**config.mk**
```make
export PLATFORM = sky130hd
export DESIGN_NAME = mission_phase_sequencer_unit
export DESIGN_NICKNAME = d
export VERILOG_FILES = /design/src/rtl/mps_pkg.sv /design/src/rtl/mission_phase_sequencer_unit.sv /design/src/rtl/mps_cfg.sv /design/src/rtl/mps_in_stage.sv /design/src/rtl/mps_core.sv
export VERILOG_INCLUDE_DIRS = /design/src /design/src/rtl
export SDC_FILE = /design/constraint.sdc
export NUM_CORES = 1
export LEC_CHECK = 0
export BUFFER_PORTS_ARGS = -buffer_cell sky130_fd_sc_hd__buf_2
export CAP_MARGIN = 30
export CORE_MARGIN = 2
export CORE_UTILIZATION = 40
export DETAILED_ROUTE_END_ITERATION = 8
export GPL_TIMING_DRIVEN = 0
export MAX_ROUTING_LAYER = met4
export PLACE_DENSITY = 0.68
export SLEW_MARGIN = 10
export SYNTH_ARGS = -nofsm -noshare
export SYNTH_HDL_FRONTEND = slang
export SYNTH_SLANG_ARGS = --single-unit
```
**constraint.sdc**
```tcl
create_clock -name clk_i -period 13.5 [get_ports clk_i]
set_input_delay 2.025 -clock clk_i [delete_from_list [all_inputs] [get_ports clk_i]]
set_output_delay 2.025 -clock clk_i [all_outputs]
set_load 0.005 [all_outputs]
```
**src/rtl/assert_macros.svh**
```systemverilog
// Assertion macros for the RTL files; included by mission_phase_sequencer_unit.
// No dependencies; the empty forms are used when SYNTHESIS is defined.
`ifndef ASSERT_MACROS_SVH
`define ASSERT_MACROS_SVH

`ifndef SYNTHESIS
// Checked on every rising clock edge, masked while reset is asserted.
`define ASSERT_RST(name, clk, rst_n, prop, msg) \
  name: assert property (@(posedge clk) disable iff (!rst_n) prop) else $error(msg);
// Checked on every rising clock edge, reset included.
`define ASSERT_ALWAYS(name, clk, prop, msg) \
  name: assert property (@(posedge clk) prop) else $error(msg);
`else
`define ASSERT_RST(name, clk, rst_n, prop, msg)
`define ASSERT_ALWAYS(name, clk, prop, msg)
`endif

`endif

```
**src/rtl/mps_pkg.sv**
```systemverilog
// Types and constants of the mission phase sequencer.
// Used by every module under rtl; depends on nothing.
package mps_pkg;

  typedef enum logic [1:0] {
    CMD_TICK  = 2'd0,
    CMD_START = 2'd1,
    CMD_STOP  = 2'd2,
    CMD_ABORT = 2'd3
  } cmd_e;

  typedef enum logic [3:0] {
    PH_IDLE     = 4'd0,
    PH_ARM      = 4'd1,
    PH_TAKEOFF  = 4'd2,
    PH_BASELINE = 4'd3,
    PH_EXPLORE  = 4'd4,
    PH_HOME     = 4'd5,
    PH_PRECISE  = 4'd6,
    PH_COAST    = 4'd7,
    PH_HOVER    = 4'd8,
    PH_ABORT    = 4'd9,
    PH_DONE     = 4'd10,
    PH_LOAD     = 4'd11
  } phase_e;

  // Register indexes (byte address = 4 * index)
  localparam int unsigned RegIdxW = 3;
  localparam int unsigned AddrW   = 5;
  localparam logic [RegIdxW-1:0] REG_TARGET_ALT = 3'd0;
  localparam logic [RegIdxW-1:0] REG_SAFE_LAND  = 3'd1;
  localparam logic [RegIdxW-1:0] REG_DONE_ALT   = 3'd2;
  localparam logic [RegIdxW-1:0] REG_CELL_LIMIT = 3'd3;
  localparam logic [RegIdxW-1:0] REG_HOME_TOL   = 3'd4;
  localparam logic [RegIdxW-1:0] REG_EXPL_TMO   = 3'd5;

  localparam logic [15:0] TARGET_ALT_RST = 16'd1000;
  localparam logic [15:0] SAFE_LAND_RST  = 16'd200;
  localparam logic [15:0] DONE_ALT_RST   = 16'd50;
  localparam logic [15:0] CELL_LIMIT_RST = 16'd8;
  localparam logic [15:0] HOME_TOL_RST   = 16'd300;
  localparam logic [31:0] EXPL_TMO_RST   = 32'd600;

  localparam logic [16:0] TAKEOFF_MARGIN_MM = 17'd50;
  localparam logic [31:0] BASELINE_TICKS    = 32'd3;
  localparam logic [1:0]  FLAG_YES          = 2'd1;

  typedef struct packed {
    logic [15:0] target_altitude_mm;
    logic [15:0] safe_land_altitude_mm;
    logic [15:0] done_altitude_mm;
    logic [15:0] cell_limit;
    logic [15:0] home_tolerance_mm;
    logic [31:0] explore_timeout_ticks;
  } cfg_t;

  typedef struct packed {
    logic [1:0]         cmd;
    logic signed [15:0] altitude_mm;
    logic signed [15:0] home_distance_mm;
    logic [1:0]         marker_seen;
    logic [1:0]         arm_acknowledged;
    logic [15:0]        cell_count;
  } in_item_t;

  typedef struct packed {
    logic [3:0]  phase;
    logic        start_status;
    logic [31:0] total_ticks;
    logic [31:0] phase_ticks;
    logic [31:0] transition_count;
    logic [3:0]  previous_phase;
    logic [3:0]  entered_phase;
    logic        abort_code;
  } out_item_t;

endpackage

```
**src/rtl/mission_phase_sequencer_unit.sv**
```systemverilog
// Mission phase sequencer: input register, phase core with result register,
// APB configuration registers. Depends on mps_pkg, assert_macros.svh, mps_cfg, mps_in_stage and mps_core.
// An accepted transaction waits in the input register until the core takes it; its result is then registered.
// Throughput: one transaction per cycle while the result register is not held by out_ready_i low.
// Reset: rst_ni clears phase (idle), counters and transition record, and
//   loads the configuration defaults; no clearing pass is needed.
`include "assert_macros.svh"
module mission_phase_sequencer_unit (
  input  logic                      clk_i,
  input  logic                      rst_ni,
  input  logic                      in_valid_i,
  output logic                      in_ready_o,
  input  mps_pkg::in_item_t         in_data_i,
  output logic                      out_valid_o,
  input  logic                      out_ready_i,
  output mps_pkg::out_item_t        out_data_o,
  input  logic                      psel,
  input  logic                      penable,
  input  logic                      pwrite,
  input  logic [mps_pkg::AddrW-1:0] paddr,
  input  logic [31:0]               pwdata,
  output logic [31:0]               prdata,
  output logic                      pready
);
  import mps_pkg::*;

  cfg_t     cfg;
  logic     take;
  logic     item_valid;
  in_item_t item;

  mps_cfg u_cfg (
    .clk_i   (clk_i),
    .rst_ni  (rst_ni),
    .psel    (psel),
    .penable (penable),
    .pwrite  (pwrite),
    .paddr   (paddr),
    .pwdata  (pwdata),
    .prdata  (prdata),
    .pready  (pready),
    .cfg_o   (cfg)
  );

  mps_in_stage u_in (
    .clk_i        (clk_i),
    .rst_ni       (rst_ni),
    .in_valid_i   (in_valid_i),
    .in_ready_o   (in_ready_o),
    .in_data_i    (in_data_i),
    .take_i       (take),
    .item_valid_o (item_valid),
    .item_o       (item)
  );

  mps_core u_core (
    .clk_i        (clk_i),
    .rst_ni       (rst_ni),
    .cfg_i        (cfg),
    .item_valid_i (item_valid),
    .item_i       (item),
    .take_o       (take),
    .out_valid_o  (out_valid_o),
    .out_ready_i  (out_ready_i),
    .out_data_o   (out_data_o)
  );

  // Input side stalls only behind a full, blocked result register.
  `ASSERT_RST(a_stall_cause, clk_i, rst_ni, !in_ready_o |-> (out_valid_o && !out_ready_i), "input stalled without output backpressure")
  // A refused start leaves the mission in a running phase.
  `ASSERT_RST(a_refused_start, clk_i, rst_ni, (out_valid_o && out_data_o.start_status) |-> (out_data_o.phase != PH_IDLE && out_data_o.phase != PH_DONE && out_data_o.phase != PH_ABORT), "refused start from a startable phase")
  // A waiting transaction is neither dropped nor altered.
  `ASSERT_RST(a_item_held, clk_i, rst_ni, (item_valid && !take) |=> (item_valid && $stable(item)), "held transaction lost or changed")

endmodule

```
**src/rtl/mps_cfg.sv**
```systemverilog
// APB-style configuration register file of the mission phase sequencer.
// Depends on mps_pkg.
module mps_cfg (
  input  logic                     clk_i,
  input  logic                     rst_ni,
  input  logic                     psel,
  input  logic                     penable,
  input  logic                     pwrite,
  input  logic [mps_pkg::AddrW-1:0] paddr,
  input  logic [31:0]              pwdata,
  output logic [31:0]              prdata,
  output logic                     pready,
  output mps_pkg::cfg_t            cfg_o
);
  import mps_pkg::*;

  cfg_t              cfg_q, cfg_d;
  logic              wr_en;
  logic [RegIdxW-1:0] idx;

  assign pready = 1'b1;
  assign wr_en  = psel && penable && pwrite;
  assign idx    = paddr[AddrW-1:2];

  always_comb begin
    cfg_d = cfg_q;
    if (wr_en) begin
      unique case (idx)
        REG_TARGET_ALT: cfg_d.target_altitude_mm    = pwdata[15:0];
        REG_SAFE_LAND:  cfg_d.safe_land_altitude_mm = pwdata[15:0];
        REG_DONE_ALT:   cfg_d.done_altitude_mm      = pwdata[15:0];
        REG_CELL_LIMIT: cfg_d.cell_limit            = pwdata[15:0];
        REG_HOME_TOL:   cfg_d.home_tolerance_mm     = pwdata[15:0];
        REG_EXPL_TMO:   cfg_d.explore_timeout_ticks = pwdata;
        default: ;
      endcase
    end
  end

  always_comb begin
    unique case (idx)
      REG_TARGET_ALT: prdata = {16'd0, cfg_q.target_altitude_mm};
      REG_SAFE_LAND:  prdata = {16'd0, cfg_q.safe_land_altitude_mm};
      REG_DONE_ALT:   prdata = {16'd0, cfg_q.done_altitude_mm};
      REG_CELL_LIMIT: prdata = {16'd0, cfg_q.cell_limit};
      REG_HOME_TOL:   prdata = {16'd0, cfg_q.home_tolerance_mm};
      REG_EXPL_TMO:   prdata = cfg_q.explore_timeout_ticks;
      default:        prdata = 32'd0;
    endcase
  end

  always_ff @(posedge clk_i or negedge rst_ni) begin
    if (!rst_ni) begin
      cfg_q.target_altitude_mm    <= TARGET_ALT_RST;
      cfg_q.safe_land_altitude_mm <= SAFE_LAND_RST;
      cfg_q.done_altitude_mm      <= DONE_ALT_RST;
      cfg_q.cell_limit            <= CELL_LIMIT_RST;
      cfg_q.home_tolerance_mm     <= HOME_TOL_RST;
      cfg_q.explore_timeout_ticks <= EXPL_TMO_RST;
    end else begin
      cfg_q <= cfg_d;
    end
  end

  assign cfg_o = cfg_q;

endmodule

```
**src/rtl/mps_in_stage.sv**
```systemverilog
// Input register of the mission phase sequencer: holds one accepted transaction
// until the core takes it. Depends on mps_pkg.
module mps_in_stage (
  input  logic              clk_i,
  input  logic              rst_ni,
  input  logic              in_valid_i,
  output logic              in_ready_o,
  input  mps_pkg::in_item_t in_data_i,
  input  logic              take_i,
  output logic              item_valid_o,
  output mps_pkg::in_item_t item_o
);
  import mps_pkg::*;

  logic     valid_q;
  in_item_t data_q;

  // Refill in the same cycle the core drains the register.
  assign in_ready_o = !valid_q || take_i;

  always_ff @(posedge clk_i or negedge rst_ni) begin
    if (!rst_ni) begin
      valid_q <= 1'b0;
    end else if (in_valid_i && in_ready_o) begin
      valid_q <= 1'b1;
    end else if (take_i) begin
      valid_q <= 1'b0;
    end
  end

  always_ff @(posedge clk_i) begin
    if (in_valid_i && in_ready_o) begin
      data_q <= in_data_i;
    end
  end

  assign item_valid_o = valid_q;
  assign item_o       = data_q;

endmodule

```
**src/rtl/mps_core.sv**
```systemverilog
// Phase state, counters, next-state logic and result register of the
// mission phase sequencer. Depends on mps_pkg.
module mps_core (
  input  logic               clk_i,
  input  logic               rst_ni,
  input  mps_pkg::cfg_t      cfg_i,
  input  logic               item_valid_i,
  input  mps_pkg::in_item_t  item_i,
  output logic               take_o,
  output logic               out_valid_o,
  input  logic               out_ready_i,
  output mps_pkg::out_item_t out_data_o
);
  import mps_pkg::*;

  phase_e      phase_q, phase_d, tgt;
  phase_e      from_q, from_d, to_q, to_d;
  logic [31:0] tick_q, tick_d, ptc_q, ptc_d, trans_q, trans_d;
  logic        abort_q, abort_d;
  logic        refused;
  logic        out_valid_q;
  out_item_t   res_q;

  logic        alt_known, dist_known;
  logic [16:0] alt_u;
  logic [15:0] dist_u;
  cmd_e        cmd;

  assign cmd        = cmd_e'(item_i.cmd);
  assign alt_known  = !item_i.altitude_mm[15];
  assign dist_known = !item_i.home_distance_mm[15];
  assign alt_u      = {2'b00, item_i.altitude_mm[14:0]};
  assign dist_u     = {1'b0, item_i.home_distance_mm[14:0]};

  assign take_o = item_valid_i && (!out_valid_q || out_ready_i);

  always_comb begin
    tick_d  = tick_q;
    ptc_d   = ptc_q;
    trans_d = trans_q;
    abort_d = abort_q;
    from_d  = from_q;
    to_d    = to_q;
    phase_d = phase_q;
    refused = 1'b0;
    tgt     = phase_q;

    unique case (cmd)
      CMD_TICK: begin
        tick_d = tick_q + 32'd1;
        ptc_d  = ptc_q + 32'd1;
        // guards see the incremented phase tick count
        unique case (phase_q)
          PH_ARM: begin
            if (item_i.arm_acknowledged == FLAG_YES && item_i.marker_seen == FLAG_YES) begin
              tgt = PH_TAKEOFF;
            end
          end
          PH_TAKEOFF: begin
            if (alt_known && (alt_u + TAKEOFF_MARGIN_MM >= {1'b0, cfg_i.target_altitude_mm})) begin
              tgt = PH_BASELINE;
            end
          end
          PH_BASELINE: begin
            if (ptc_d >= BASELINE_TICKS) begin
              tgt = PH_EXPLORE;
            end
          end
          PH_EXPLORE: begin
            if (item_i.cell_count >= cfg_i.cell_limit) begin
              tgt = PH_HOME;
            end else if (ptc_d >= cfg_i.explore_timeout_ticks) begin
              abort_d = 1'b1;
              tgt     = PH_HOME;
            end
          end
          PH_HOME: begin
            if (dist_known && dist_u < cfg_i.home_tolerance_mm) begin
              tgt = PH_PRECISE;
            end
          end
          PH_PRECISE: begin
            if (alt_known && alt_u[15:0] < cfg_i.safe_land_altitude_mm) begin
              tgt = PH_COAST;
            end
          end
          PH_COAST: begin
            if (alt_known && alt_u[15:0] < cfg_i.done_altitude_mm) begin
              tgt = PH_DONE;
            end
          end
          default: ;
        endcase
      end
      CMD_START: begin
        if (phase_q inside {PH_IDLE, PH_DONE, PH_ABORT}) begin
          tick_d  = 32'd0;
          ptc_d   = 32'd0;
          trans_d = 32'd0;
          abort_d = 1'b0;
          tgt     = PH_ARM;
        end else begin
          refused = 1'b1;
        end
      end
      CMD_STOP: begin
        if (phase_q != PH_IDLE) begin
          tgt = PH_HOME;
        end
      end
      CMD_ABORT: begin
        if (phase_q != PH_DONE && phase_q != PH_ABORT) begin
          tgt = PH_ABORT;
        end
      end
      default: ;
    endcase

    if (tgt != phase_q) begin
      from_d  = phase_q;
      to_d    = tgt;
      phase_d = tgt;
      ptc_d   = 32'd0;
      trans_d = trans_d + 32'd1;
    end
  end

  always_ff @(posedge clk_i or negedge rst_ni) begin
    if (!rst_ni) begin
      phase_q     <= PH_IDLE;
      from_q      <= PH_IDLE;
      to_q        <= PH_IDLE;
      tick_q      <= 32'd0;
      ptc_q       <= 32'd0;
      trans_q     <= 32'd0;
      abort_q     <= 1'b0;
      out_valid_q <= 1'b0;
    end else if (take_o) begin
      phase_q     <= phase_d;
      from_q      <= from_d;
      to_q        <= to_d;
      tick_q      <= tick_d;
      ptc_q       <= ptc_d;
      trans_q     <= trans_d;
      abort_q     <= abort_d;
      out_valid_q <= 1'b1;
    end else if (out_ready_i) begin
      out_valid_q <= 1'b0;
    end
  end

  always_ff @(posedge clk_i) begin
    if (take_o) begin
      res_q.phase            <= phase_d;
      res_q.start_status     <= refused;
      res_q.total_ticks      <= tick_d;
      res_q.phase_ticks      <= ptc_d;
      res_q.transition_count <= trans_d;
      res_q.previous_phase   <= from_d;
      res_q.entered_phase    <= to_d;
      res_q.abort_code       <= abort_d;
    end
  end

  assign out_valid_o = out_valid_q;
  assign out_data_o  = res_q;

endmodule
```
# --- After elaboration in Yosys (flattened, before gate mapping) ---
# Cells that the tools add are included.
totals:
  register_bits: 387
  inputBits: 98
  output_inout_bits: 145
op_classes:
  add_sub_neg: 4
  n_lt_le_gt_ge: 7
  eq_ne: 22
  muxes: 35
  reduce_logical: 29
op_table:
  columns: ["op", "n"]
  rows:
  - ["$mux W32", 6]
  - ["$pmux W32 S6", 1]
  - ["$pmux W32 S2", 2]
  - ["$add A32 B1 Y32 const B", 3]
  - ["$mux W4", 14]
  - ["$lt A15 B16 Y1", 3]
  - ["$ge A32 B2 Y1 const B", 1]
  - ["$ge A32 B32 Y1", 1]
  - ["$pmux W4 S7", 1]
  - ["$ge A17 B16 Y1", 1]
  - ["$add A15 B6 Y16 const B", 1]
  - ["$eq A4 B3 Y1 const B", 4]
  - ["$ge A16 B16 Y1", 1]
  - ["$pmux W4 S4", 1]
  - ["$reduce_and A2 Y1", 6]
  - ["$logic_and A1 B1 Y1", 10]
  - ["$mux W1", 9]
  - ["$eq A4 B2 Y1 const B", 2]
  - ["$eq A4 B4 Y1 const B", 2]
  - ["$ne A4 B4 Y1 const B", 2]
  - ["$eq A2 B1 Y1 const B", 3]
  - ["$eq A3 B2 Y1 const B", 2]
  - ["$eq A3 B3 Y1 const B", 2]
  - ["$eq A2 B2 Y1 const B", 2]
  - ["12 further kinds", 17]

# --- Longest topological paths before layout ---
# Gate-level depths: netlist of the first run.
logic_depth:
  ltp_word: 8
  depth_mapped: 21
  depth_no_buf: 18

# --- By module ---
# A second synthesis of the first run with hierarchy kept.
hier_totals:
  cells_unflattened: 2080
  area_unflattened_um2: 21859.7
by_module_without_submodules:
  columns: ["module", "instances", "cells_per_inst", "area_per_inst_um2"]
  rows:
  - ["mps_core", 1, 1649, 14899.3]
  - ["mps_cfg", 1, 373, 5285.1]
  - ["mps_in_stage", 1, 58, 1675.4]

# --- Worst setup path before layout of the first run ---
# No wires, ideal clock.
synth_path:
  kind: "input -> register"
  start: "in out_ready_i"
  end: "reg u_core.res_q, in the netlist u_core.out_data_o[0] (enable)"
  setup_time_ns: 0.517
  arrival_ns: 6.137
  required_time_ns: 12.983
  path_slack_ns: 6.847
  path_stages: 6
  cell_sequence: "nand2b_1 -> nand2_1 -> inv_1 -> clkbuf_1 -> buf_1 -> buf_1"
synth_via:
  elab_chain_len: 2
synth_rtl:
  columns: ["item", "line_no", "rtl"]
  rows:
  - ["start: declaration", "mission_phase_sequencer_unit.sv:15", "input logic out_ready_i,"]
  - ["$logic_or A1 B1 Y1", "mps_core.sv:35", "assign take_o = item_valid_i && (!out_valid_q || out_ready_i);"]
  - ["$logic_and A1 B1 Y1", "mps_core.sv:35", null]
  - ["net take", "mission_phase_sequencer_unit.sv:28", "logic take;"]
  - ["end: declaration", "mps_core.sv:22", "out_item_t res_q;"]
# The timed path passes the listed nets, and every way through them passes these cells.
# A chain may end at the register's enable or synchronous reset.

# --- Worst setup path after layout of the first run ---
layout_path:
  start: "reg u_core.ptc_q[0]"
  end: "reg u_core.res_q, in the netlist u_core.out_data_o[10], data pin"
layout_via:
  elab_chain_len: 8
  elab_cells_between_ends: 10
  classes_between: "add/sub (1); order compare (2); eq/ne (1); mux (6)"
layout_rtl:
  columns: ["item", "line_no", "rtl"]
  rows:
  - ["start: declaration", "mps_core.sv:18", "logic [31:0] tick_q, tick_d, ptc_q, ptc_d, trans_q, trans_d;"]
  - ["start signal: assignment", "mps_core.sv:143", "ptc_q <= ptc_d;"]
  - ["$add A32 B1 Y32 (*)", "mps_core.sv:51", "ptc_d = ptc_q + 32'd1;"]
  - ["$ge A32 B32 Y1", "mps_core.sv:72", "end else if (ptc_d >= cfg_i.explore_timeout_ticks) begin"]
  - ["$mux W4", "mps_core.sv:72", null]
  - ["$mux W4", "mps_core.sv:70", "if (item_i.cell_count >= cfg_i.cell_limit) begin"]
  - ["$pmux W4 S7 (*)", "mps_core.sv:53", "unique case (phase_q)"]
  - ["$pmux W4 S4 (*)", "mps_core.sv:48", "unique case (cmd)"]
  - ["$ne A4 B4 Y1 (*)", "mps_core.sv:119", "if (tgt != phase_q) begin"]
  - ["$mux W32 (*)", "mps_core.sv:119", null]
  - ["net u_core.trans_d[1]", "mps_core.sv:18", null]
# Mark *: on every way through the listed nets, which the timed path passes. The rest lies on a longest branch.

==> flow_summary.json, run 1 <==
{
  "dp_hpwl_um": 50200,
  "vias": 18501,
  "period_share": 0.499,
  "seqPwrFrac": 0.391,
  "initial_core_util": 0.404,
  "grt-ovfl-total": 0,
  "cts_max_level": 2,
  "synth_largest_area_cell": "dfrtp_1",
  "report.final.setup_viol": 0,
  "final-hold-violation-count": 0,
  "holdPathStages": 2,
  "finClkSkew_ps": 24.1,
  "clkSinkCount": 387,
  "first_iter_violations": 1656,
  "period_needed_ps": 6740,
  "p_sw_mw": 1.45,
  "io_buffers": 238,
  "yosys_warnings": 0,
  "endpoint_kind": "flop",
  "swShare": 0.356,
  "grt_pass1_vias": 17976,
  "p_int_mw": 2.63,
  "wl_um": 67700,
  "yosys.area_share.simple": 0.171,
  "dr.pass1.iters": 6,
  "ant_nets": 0,
  "antenna_cells": 0,
  "synth_top_family_by_area": "compound AO/OA/AOI/OAI gates",
  "holdWs_ps": 493,
  "netlist_instances": 2212,
  "synth_top_area_share": 0.238,
  "synthArstFlopShare": 0.576,
  "yosysSeqAreaShare": 0.496,
  "drive_above_1_share": 0.166,
  "r2r_start": "u_core.ptc_q[0]$_DFFE_PN0P_",
  "cp.arrival_ps": 7000,
  "synth_edf_count": 164,
  "topRoutingLayerUsed": "met4",
  "status": "finished clean",
  "drt-met1-wl_um": 28900,
  "place_congestion": 0.949,
  "r2r-end": "u_core.out_data_o[10]$_DFFE_PP_",
  "path_max_fanout": 10,
  "synth_xor_area_frac": 0.0244,
  "wl_met3_um": 4630,
  "pre_cts_ws_ps": 6800,
  "die_h_um": 234,
  "wl_met2_um": 31600,
  "p_leak_nw": 10.6,
  "fmax_ghz": 0.148,
  "wl_per_cell_um": 21.0,
  "finish.net_count": 2713,
  "core-area_um2": 52400,
  "grt_max_degree": 106,
  "pwr_density_cell_nw_per_um2": 164,
  "synth_area_um2": 21200,
  "tritoncts": "done",
  "crit_path_start_kind": "flop",
  "r2r_setup_slack_ps": 6760,
  "holdPathEnd": "u_core.abort_q$_DFFE_PN0P_",
  "clockBufferDepth": 3,
  "die_area_um2": 54900,
  "clkTransAtPathRegs_ps": 60,
  "worstPathRequired_ps": 13760,
  "synth_mux_area_frac": 0.0200,
  "setup_slack_ps": 6760,
  "syn_nets": 2420,
  "min_path_type": "reg2reg",
  "peakVddDrop_uv": 106,
  "post_cts_buffers": 0,
  "hold_start": "u_core.abort_q$_DFFE_PN0P_",
  "ctsHoldBuffers": 0,
  "synth.distinct_cells": 85,
  "synth_area_leaders": "dfrtp_1 24%, edfxtp_1 23%, ha_1 6.5%, o21ai_0 5.6%, nand2_1 5.5%",
  "cts_root_buf": "clkbuf_16",
  "synthAdderAreaFrac": 0.0649,
  "drc": 0,
  "post_cts_resized": 0,
  "crit_type": "reg2reg",
  "dp.cells": 3147,
  "max_cap_viol_count": 0,
  "antenna_found_initial": 0,
  "combPwrFrac": 0.295,
  "dominantRegCellSynth": "dfrtp_1",
  "grt_pass1_wl_um": 104000,
  "area_delta_synth_final_pct": 17.7,
  "instances_no_fill": 3229,
  "tightest_slew_ps": 945,
  "viasPerCell": 5.73,
  "post-route-util": 0.476,
  "clk_latency_ps": 590,
  "rsz0062_at_grt": "false",
  "ys_ff_latch": 387,
  "cts_buffers": 44,
  "final.setup.tns_ps": 0,
  "reg2reg_depth": 17,
  "clkPwrFrac": 0.313,
  "row_count": 84,
  "grtUsageTotal": 0.253,
  "ios": 243,
  "max_slew_margin": 0.362,
  "fp.dieW_um": 234,
  "syn_avg_cell_area_um2": 9.59,
  "drv_slew": 0,
  "synth_compound_area_frac": 0.174
}
[stage by stage]
stage	power [mW]	area [um^2]
floorplan	2.32	21200
global placement	2.77	23300
detailed placement	2.81	23400
finish	4.08	25000
global route	4.30	25000
CTS	4.10	25000
[per-layer routing]
metal,global-route usage,up-vias
met5,-,-
met3,0.0356,152
met1,0.331,9033
li1,-,8601
met4,0.108,0
met2,0.396,715
[layout make-up]
| class | instances | area (um^2) |
|---|---|---|
| fill | 4912 | 27500 |
| sequential | 387 | 10500 |
| multi-input combinational | 1560 | 9640 |
| timing repair buffer | 247 | 1350 |
| clock buffer | 57 | 1220 |
| tap | 688 | 861 |
| buffer | 129 | 531 |
| inverter | 136 | 510 |
| clock inverter | 25 | 317 |
[synth_stat cells (all sizes together) (7+ instances only)]
cell type	number
clkbuf	96
a221oi	11
a22o	26
o311ai	7
nor3	49
nand2b	16
a22oi	42
o21ai	240
o21a	10
a21o	25
edfxtp	164
a211oi	10
a21oi	82
ha	110
xor2	20
inv	134
nand3	64
nand4	44
nand2	312
dfstp	21
o22ai	8
nor4	15
dfrtp	202
and2	16
and3	21
o221ai	13
or4	19
or3	23
a31oi	21
xnor2	39
o211ai	14
nor2	160
buf	33
mux2	35
a211o	8
o31ai	16
[power by group through the flow]
| stage | Combinational [mW] | Clock [mW] | Sequential, mW |
|---|---|---|---|
| finish | 1.21 | 1.28 | 1.60 |
| global route | 1.33 | 1.35 | 1.62 |
| CTS | 1.20 | 1.31 | 1.60 |
| detailed placement | 1.19 | 0 | 1.62 |
| global placement | 1.16 | 0 | 1.62 |
| floorplan | 0.731 | 0 | 1.59 |
[cells by family (layout without fill, tap and decap cells)]
kind of cell | count (synthesis) | in the layout
AO/OA/AOI/OAI | 582 | 582
flip-flops | 387 | 387
other | 1 | 1
XOR/XNOR | 59 | 59
adder cells (fa/ha/maj) | 110 | 110
multiplexers | 38 | 38
AND/OR/NAND/NOR | 770 | 770
buffers and inverters | 265 | 594
[how the worst max path moves through the flow]
stage / slack, ps / cells past startpoint / startpoint / to
detailed placement: 6800 / 17 / u_core.ptc_q[0]$_DFFE_PN0P_ / u_core.out_data_o[10]$_DFFE_PP_
finish: 6760 / 17 / u_core.ptc_q[0]$_DFFE_PN0P_ / u_core.out_data_o[10]$_DFFE_PP_
floorplan: 6850 / 6 / out_ready_i / u_core.out_data_o[0]$_DFFE_PP_
global route: 6400 / 17 / u_core.ptc_q[0]$_DFFE_PN0P_ / u_core.out_data_o[10]$_DFFE_PP_
global placement: 4660 / 7 / out_ready_i / u_core.out_data_o[42]$_DFFE_PP_
CTS: 6780 / 17 / u_core.ptc_q[0]$_DFFE_PN0P_ / u_core.out_data_o[10]$_DFFE_PP_
[state kept, by name (all words and copies together), names as in the netlist]
register / flops
u_in.item_o: 54
u_cfg.cfg_o: 112
u_core.from_q: 4
u_core.out_valid_o: 1
u_core.out_data_o: 110
u_core.ptc_q: 32
u_in.item_valid_o: 1
u_core.tick_q: 32
u_core.phase_q: 4
u_core.to_q: 4
u_core.trans_q: 32
u_core.abort_q: 1
[critical path, stage by stage, from the launching register on]
cell       delay, ps
dfrtp_1          470
ha_1             440
nand3_4          210
nor4_2           850
nand4_2          390
nor2_1           220
xor2_1           340
ha_1             210
nand4_1          140
nor4_1           470
nand4_1          160
o211ai_1         540
o221ai_1         290
o2111ai_2        160
and2_1           170
buf_2            350
clkbuf_1         670
o21ai_0          330
[cell usage in the layout (no fill, tap or decap), drive strengths merged, types with 12 or more instances in the layout]
master | netlist | routed
clkinv | 2 | 12
o211ai | 14 | 14
a22o | 26 | 26
o21ai | 240 | 240
dfstp | 21 | 21
dfrtp | 202 | 202
xor2 | 20 | 20
o31ai | 16 | 16
o221ai | 13 | 13
inv | 134 | 137
nand2 | 312 | 312
nor2 | 160 | 160
clkbuf | 96 | 153
xnor2 | 39 | 39
nand2b | 16 | 16
a21oi | 82 | 82
nor3 | 49 | 49
or4 | 19 | 19
nor4 | 15 | 15
ha | 110 | 110
a22oi | 42 | 42
nand4 | 44 | 44
a21o | 25 | 25
and2 | 16 | 16
buf | 33 | 280
a31oi | 21 | 21
nand3 | 64 | 64
mux2 | 35 | 35
edfxtp | 164 | 164
or3 | 23 | 23
and3 | 21 | 21
Power figures use the tool's default switching activity.
==> run 2: changes to the inputs <==
==> constraint.sdc (replaced) <==
create_clock -name clk_i -period 6.83 [get_ports clk_i]
set_input_delay 1.0245 -clock clk_i [delete_from_list [all_inputs] [get_ports clk_i]]
set_output_delay 1.0245 -clock clk_i [all_outputs]
set_load 0.005 [all_outputs]
==> run 2 against run 1 <==
Design area about the same. Clock skew is 0.55 ps higher. Worst setup slack got worse by 6200 ps. Via count rose by 0.12%. Hold slack got worse by 220 ps. Clock-buffer cell count unchanged. Sequential power up 98%. Non-clock buffer count unchanged. Register-to-register slack worse by 6200 ps. Highest routed layer unchanged.
==> flow_summary.json, run 2 (synthesis gave the netlist of run 1 again) <==
{
  "status": "finished clean",
  "multi_input_area_um2": 9650,
  "tightest_slew_ps": 953,
  "tritoncts": "done",
  "min_path_type": "in2async",
  "grt_pass1_wl_um": 104000,
  "viasPerCell": 5.74,
  "p_leak_nw": 10.7,
  "layout_commonest_cell": "nand2_1",
  "ios": 243,
  "drive_above_1_share": 0.166,
  "fmax_ghz": 0.159,
  "crit_path_start_kind": "flop",
  "rsz0062_at_grt": "false",
  "initial_core_util": 0.404,
  "cp.arrival_ps": 6540,
  "final-hold-violation-count": 0,
  "cts_max_level": 2,
  "post-route-util": 0.476,
  "vias": 18524,
  "reg2reg_depth": 17,
  "clockBufferDepth": 3,
  "drv_slew": 0,
  "drc": 0,
  "post_cts_resized": 0,
  "fillCellCount": 4909,
  "antenna_found_initial": 0,
  "peakVddDrop_uv": 208,
  "die_area_um2": 54900,
  "antenna_cells": 0,
  "fp.dieW_um": 234,
  "wl_um": 67800,
  "period_share": 0.920,
  "post_cts_buffers": 0,
  "setup_slack_ps": 549,
  "final_cell_mix": "311 x nand2_1, 262 x buf_2, 237 x o21ai_0, 202 x dfrtp_1, 164 x edfxtp_1",
  "max_slew_margin": 0.356,
  "wl_per_cell_um": 21.0,
  "grt_pass1_vias": 17976,
  "first_iter_violations": 1777,
  "r2r_start": "u_core.ptc_q[0]$_DFFE_PN0P_",
  "grt_max_degree": 106,
  "dp_hpwl_um": 50200,
  "instances_no_fill": 3229,
  "die_h_um": 234,
  "regArea_um2": 10500,
  "crit_path_start": "u_core.ptc_q[0]$_DFFE_PN0P_",
  "io_buffers": 238,
  "place_congestion": 0.949,
  "dr.pass1.iters": 6,
  "report.final.setup_viol": 0,
  "pre_cts_ws_ps": 135,
  "dp.cells": 3147,
  "stdcell_area_um2": 25000,
  "max_cap_viol_count": 0,
  "crit_type": "reg2reg",
  "final.setup.tns_ps": 0,
  "postPlaceCellArea_um2": 23400,
  "clkSinkCount": 387,
  "pwr_density_cell_nw_per_um2": 323,
  "clkTransAtPathRegs_ps": 60,
  "period_needed_ps": 6280,
  "largest_reg_flops": 112,
  "grt-ovfl-total": 0,
  "grtUsageTotal": 0.253,
  "clk_latency_ps": 590,
  "ctsHoldBuffers": 0,
  "area_delta_synth_final_pct": 17.7,
  "ant_nets": 0,
  "cts_buffers": 44,
  "endpoint_kind": "flop",
  "path_max_fanout": 10,
  "finish.net_count": 2713,
  "worstPathRequired_ps": 7090,
  "finClkSkew_ps": 24.6,
  "row_count": 84,
  "cts_root_buf": "clkbuf_16",
  "core-area_um2": 52400
}
[run 2: worst paths after layout]
kind / end / slack [ps]
max in group asynchronous: u_cfg.cfg_o[36]$_DFFE_PN0P_ / 5220
max reg2reg: u_core.out_data_o[41]$_DFFE_PP_ / 550
min in group clk_i: u_core.abort_q$_DFFE_PN0P_ / 490
max: u_core.out_data_o[41]$_DFFE_PP_ / 550
min: u_core.trans_q[18]$_DFFE_PN0P_ / 270
min reg2reg: u_core.abort_q$_DFFE_PN0P_ / 490
[run 2: through the flow]
stage	power, mW	hold slack (ps)
floorplan	4.58	446
global placement	5.48	458
detailed placement	5.55	482
CTS	8.11	256
global route	8.51	275
finish	8.07	274
[run 2: routing by layer]
metal / up-vias / global-route usage / share of wire / wire length, um
li1: 8597 / - / - / -
met1: 9037 / 0.331 / 0.43 / 29000
met2: 733 / 0.396 / 0.47 / 31600
met3: 157 / 0.0356 / 0.067 / 4510
met4: 0 / 0.108 / 0.039 / 2670
met5: - / - / 0 / 0
[run 2: layout make-up]
class / count / area share
Sequential cell: 387 / 0.422
Multi-Input combinational cell: 1560 / 0.386
Timing Repair Buffer: 247 / 0.0541
Clock buffer: 57 / 0.0489
Tap cell: 688 / 0.0345
Buffer: 129 / 0.0213
Inverter: 136 / 0.0204
Clock inverter: 25 / 0.0127
[run 2: worst max-delay path, stage by stage, from the launching register on]
cell,delay (ps)
dfrtp_1,470
ha_1,430
nand3_4,230
nor4_4,610
nand4_2,340
nor2_1,210
xor2_1,330
ha_1,210
nand4_1,140
nor4_1,470
nand4_1,160
o211ai_1,530
o221ai_1,280
o2111ai_2,160
and2_1,180
buf_2,340
clkbuf_1,660
a211oi_1,210
[run 2: report_power, final]
part | switching, mW | total [mW] | internal, mW | leakage [nW]
clock network | 1.03 | 2.53 | 1.50 | 0.737
logic | 1.58 | 2.38 | 0.797 | 5.67
registers | 0.260 | 3.16 | 2.90 | 4.26
==> run 3: changes to the inputs <==
--- a/config.mk
+++ b/config.mk
@@ -14,6 +14,7 @@
 export GPL_TIMING_DRIVEN = 0
 export MAX_ROUTING_LAYER = met4
 export PLACE_DENSITY = 0.68
+export RECOVER_POWER = 50
 export SLEW_MARGIN = 10
 export SYNTH_ARGS = -nofsm -noshare
 export SYNTH_HDL_FRONTEND = slang
==> run 3 against run 2 <==
The flow now finishes with violations (max-capacitance violations, max-slew violations). Sequential cell count did not move. Global-route usage unchanged. Clock-buffer cell count did not move. Design area decreased by 0.70%. Total power down 0.22%. Clock power barely moved. Clock skew shrank 0.76 ps. Critical path type unchanged. Critical endpoint unchanged.
==> flow_summary.json, run 3 (synthesis gave the netlist of run 1 again) <==
{
  "cp_cell_sequence": "ha_1 > nand3_4 > nor4_4 > nand4_2 > nor2_1 > xor2_1 > ha_1 > nand4_1 > nor4_1 > nand4_1 > o211ai_1 > o221ai_1 > o2111ai_2 > and2_1 > buf_2 > clkbuf_1 > a211oi_1",
  "vias": 18511,
  "grt_pass1_wl_um": 104000,
  "fp.dieW_um": 234,
  "grt_max_degree": 106,
  "wl_per_cell_um": 21.0,
  "stdcell_area_um2": 24800,
  "tightest_slew_ps": 2660,
  "layout_commonest_cell": "nand2_1",
  "die_h_um": 234,
  "path_max_fanout": 10,
  "row_count": 84,
  "dr.pass1.iters": 6,
  "crit_type": "reg2reg",
  "status": "finished with violations",
  "period_share": 0.928,
  "dp_hpwl_um": 50200,
  "clkSinkCount": 387,
  "report.final.setup_viol": 0,
  "peakVddDrop_uv": 209,
  "clockBufferDepth": 3,
  "max_cap_viol_count": 2,
  "pwr_density_cell_nw_per_um2": 325,
  "setup_slack_ps": 492,
  "final-hold-violation-count": 0,
  "drv_slew": 183,
  "area_delta_synth_final_pct": 16.9,
  "postPlaceCellArea_um2": 23400,
  "worstPathRequired_ps": 7090,
  "io_buffers": 238,
  "largest_reg_flops": 112,
  "core-area_um2": 52400,
  "endpoint_kind": "flop",
  "final_cell_mix": "311 x nand2_1, 237 x o21ai_0, 202 x dfrtp_1, 187 x clkbuf_1, 180 x buf_2",
  "grtUsageTotal": 0.253,
  "rsz0062_at_grt": "false",
  "die_area_um2": 54900,
  "antenna_found_initial": 0,
  "cts_root_buf": "clkbuf_16",
  "ctsHoldBuffers": 0,
  "cpPeakStageDelay_ps": 660,
  "cts_max_level": 2,
  "max_slew_margin": -0.774,
  "pre_cts_ws_ps": 135,
  "viasPerCell": 5.73,
  "drive_above_1_share": 0.133,
  "first_iter_violations": 1720,
  "crit_path_start_kind": "flop",
  "ios": 243,
  "clkTransAtPathRegs_ps": 60,
  "grt_pass1_vias": 17976,
  "critical_path.slowest_cell": "clkbuf_1",
  "grt-ovfl-total": 0,
  "finish.net_count": 2713,
  "min_path_type": "reg2reg",
  "drc": 0,
  "cp.arrival_ps": 6600,
  "cts_buffers": 44,
  "p_leak_nw": 10.4,
  "clk_latency_ps": 590,
  "period_needed_ps": 6340,
  "ant_nets": 0,
  "tritoncts": "done",
  "antenna_cells": 0,
  "initial_core_util": 0.404,
  "place_congestion": 0.949,
  "fmax_ghz": 0.158,
  "violations": "max-capacitance violations, max-slew violations",
  "wl_um": 67900,
  "finClkSkew_ps": 23.9
}
run 3: path summary, 6_finish.rpt:
kind                                             startpoint                         endpoint  slack (ps)  cells after the start
worst min-delay path             u_core.abort_q$_DFFE_PN0P_       u_core.abort_q$_DFFE_PN0P_         490                      2
worst min register to register   u_core.abort_q$_DFFE_PN0P_       u_core.abort_q$_DFFE_PN0P_         490                      2
min in group asynchronous                            rst_ni   u_core.trans_q[18]$_DFFE_PN0P_         750                      1
max in group asynchronous                            rst_ni      u_cfg.cfg_o[36]$_DFFE_PN0P_        1560                      3
worst max register to register  u_core.ptc_q[0]$_DFFE_PN0P_  u_core.out_data_o[41]$_DFFE_PP_         490                     17
worst max-delay path            u_core.ptc_q[0]$_DFFE_PN0P_  u_core.out_data_o[41]$_DFFE_PP_         490                     17
run 3: what timing repair did:
item | in CTS | in global routing
gates resized for setup | 0 | 3
buffers inserted | 0 | 0
endpoints found under the setup margin | 0 | 10
run 3: metal layers:
metal  share of wire  vias to the layer above  routed length, um  GRT usage
met5               0                        -                  0          -
met4           0.039                        0               2670      0.108
met3           0.065                      155               4440     0.0356
met2            0.47                      719              31600      0.396
met1            0.43                     9040              29200      0.331
li1                -                     8597                  -          -
run 3: stage by stage:
step / hold WS (ps) / power, mW / instances / util / setup TNS [ps]
after floorplan: 446 / 4.58 / 2212 / - / 0
after global placement: 458 / 5.48 / 3138 / 0.444 / -117460
after detailed placement: 482 / 5.55 / 3147 / 0.447 / 0
after CTS: 256 / 8.11 / 3229 / 0.476 / 0
after global routing: 518 / 8.49 / 3229 / 0.473 / 0
final: 493 / 8.05 / 3229 / 0.473 / 0
run 3: area by class of cell:
class	instances	area [um^2]
buffer	129	532
clock buffer	57	1220
clock inverter	25	317
fill	4960	27600
inverter	136	510
multi-input combinational	1560	9650
sequential	387	10500
tap	688	861
timing repair buffer	247	1180
run 3: power breakdown:
group | switching [mW] | total (mW) | internal, mW | leakage (nW)
Combinational | 1.59 | 2.36 | 0.770 | 5.41
Sequential | 0.264 | 3.16 | 2.90 | 4.26
Clock | 1.03 | 2.53 | 1.50 | 0.737
run 3: worst max-delay path: cells and delay by family (launching register included):
family	cells	cell delay, ps
compound gates	4	1200
simple gates	8	2340
flops	1	470
xor+xnor	1	340
fa+ha+maj	2	640
buf+inv	2	1010
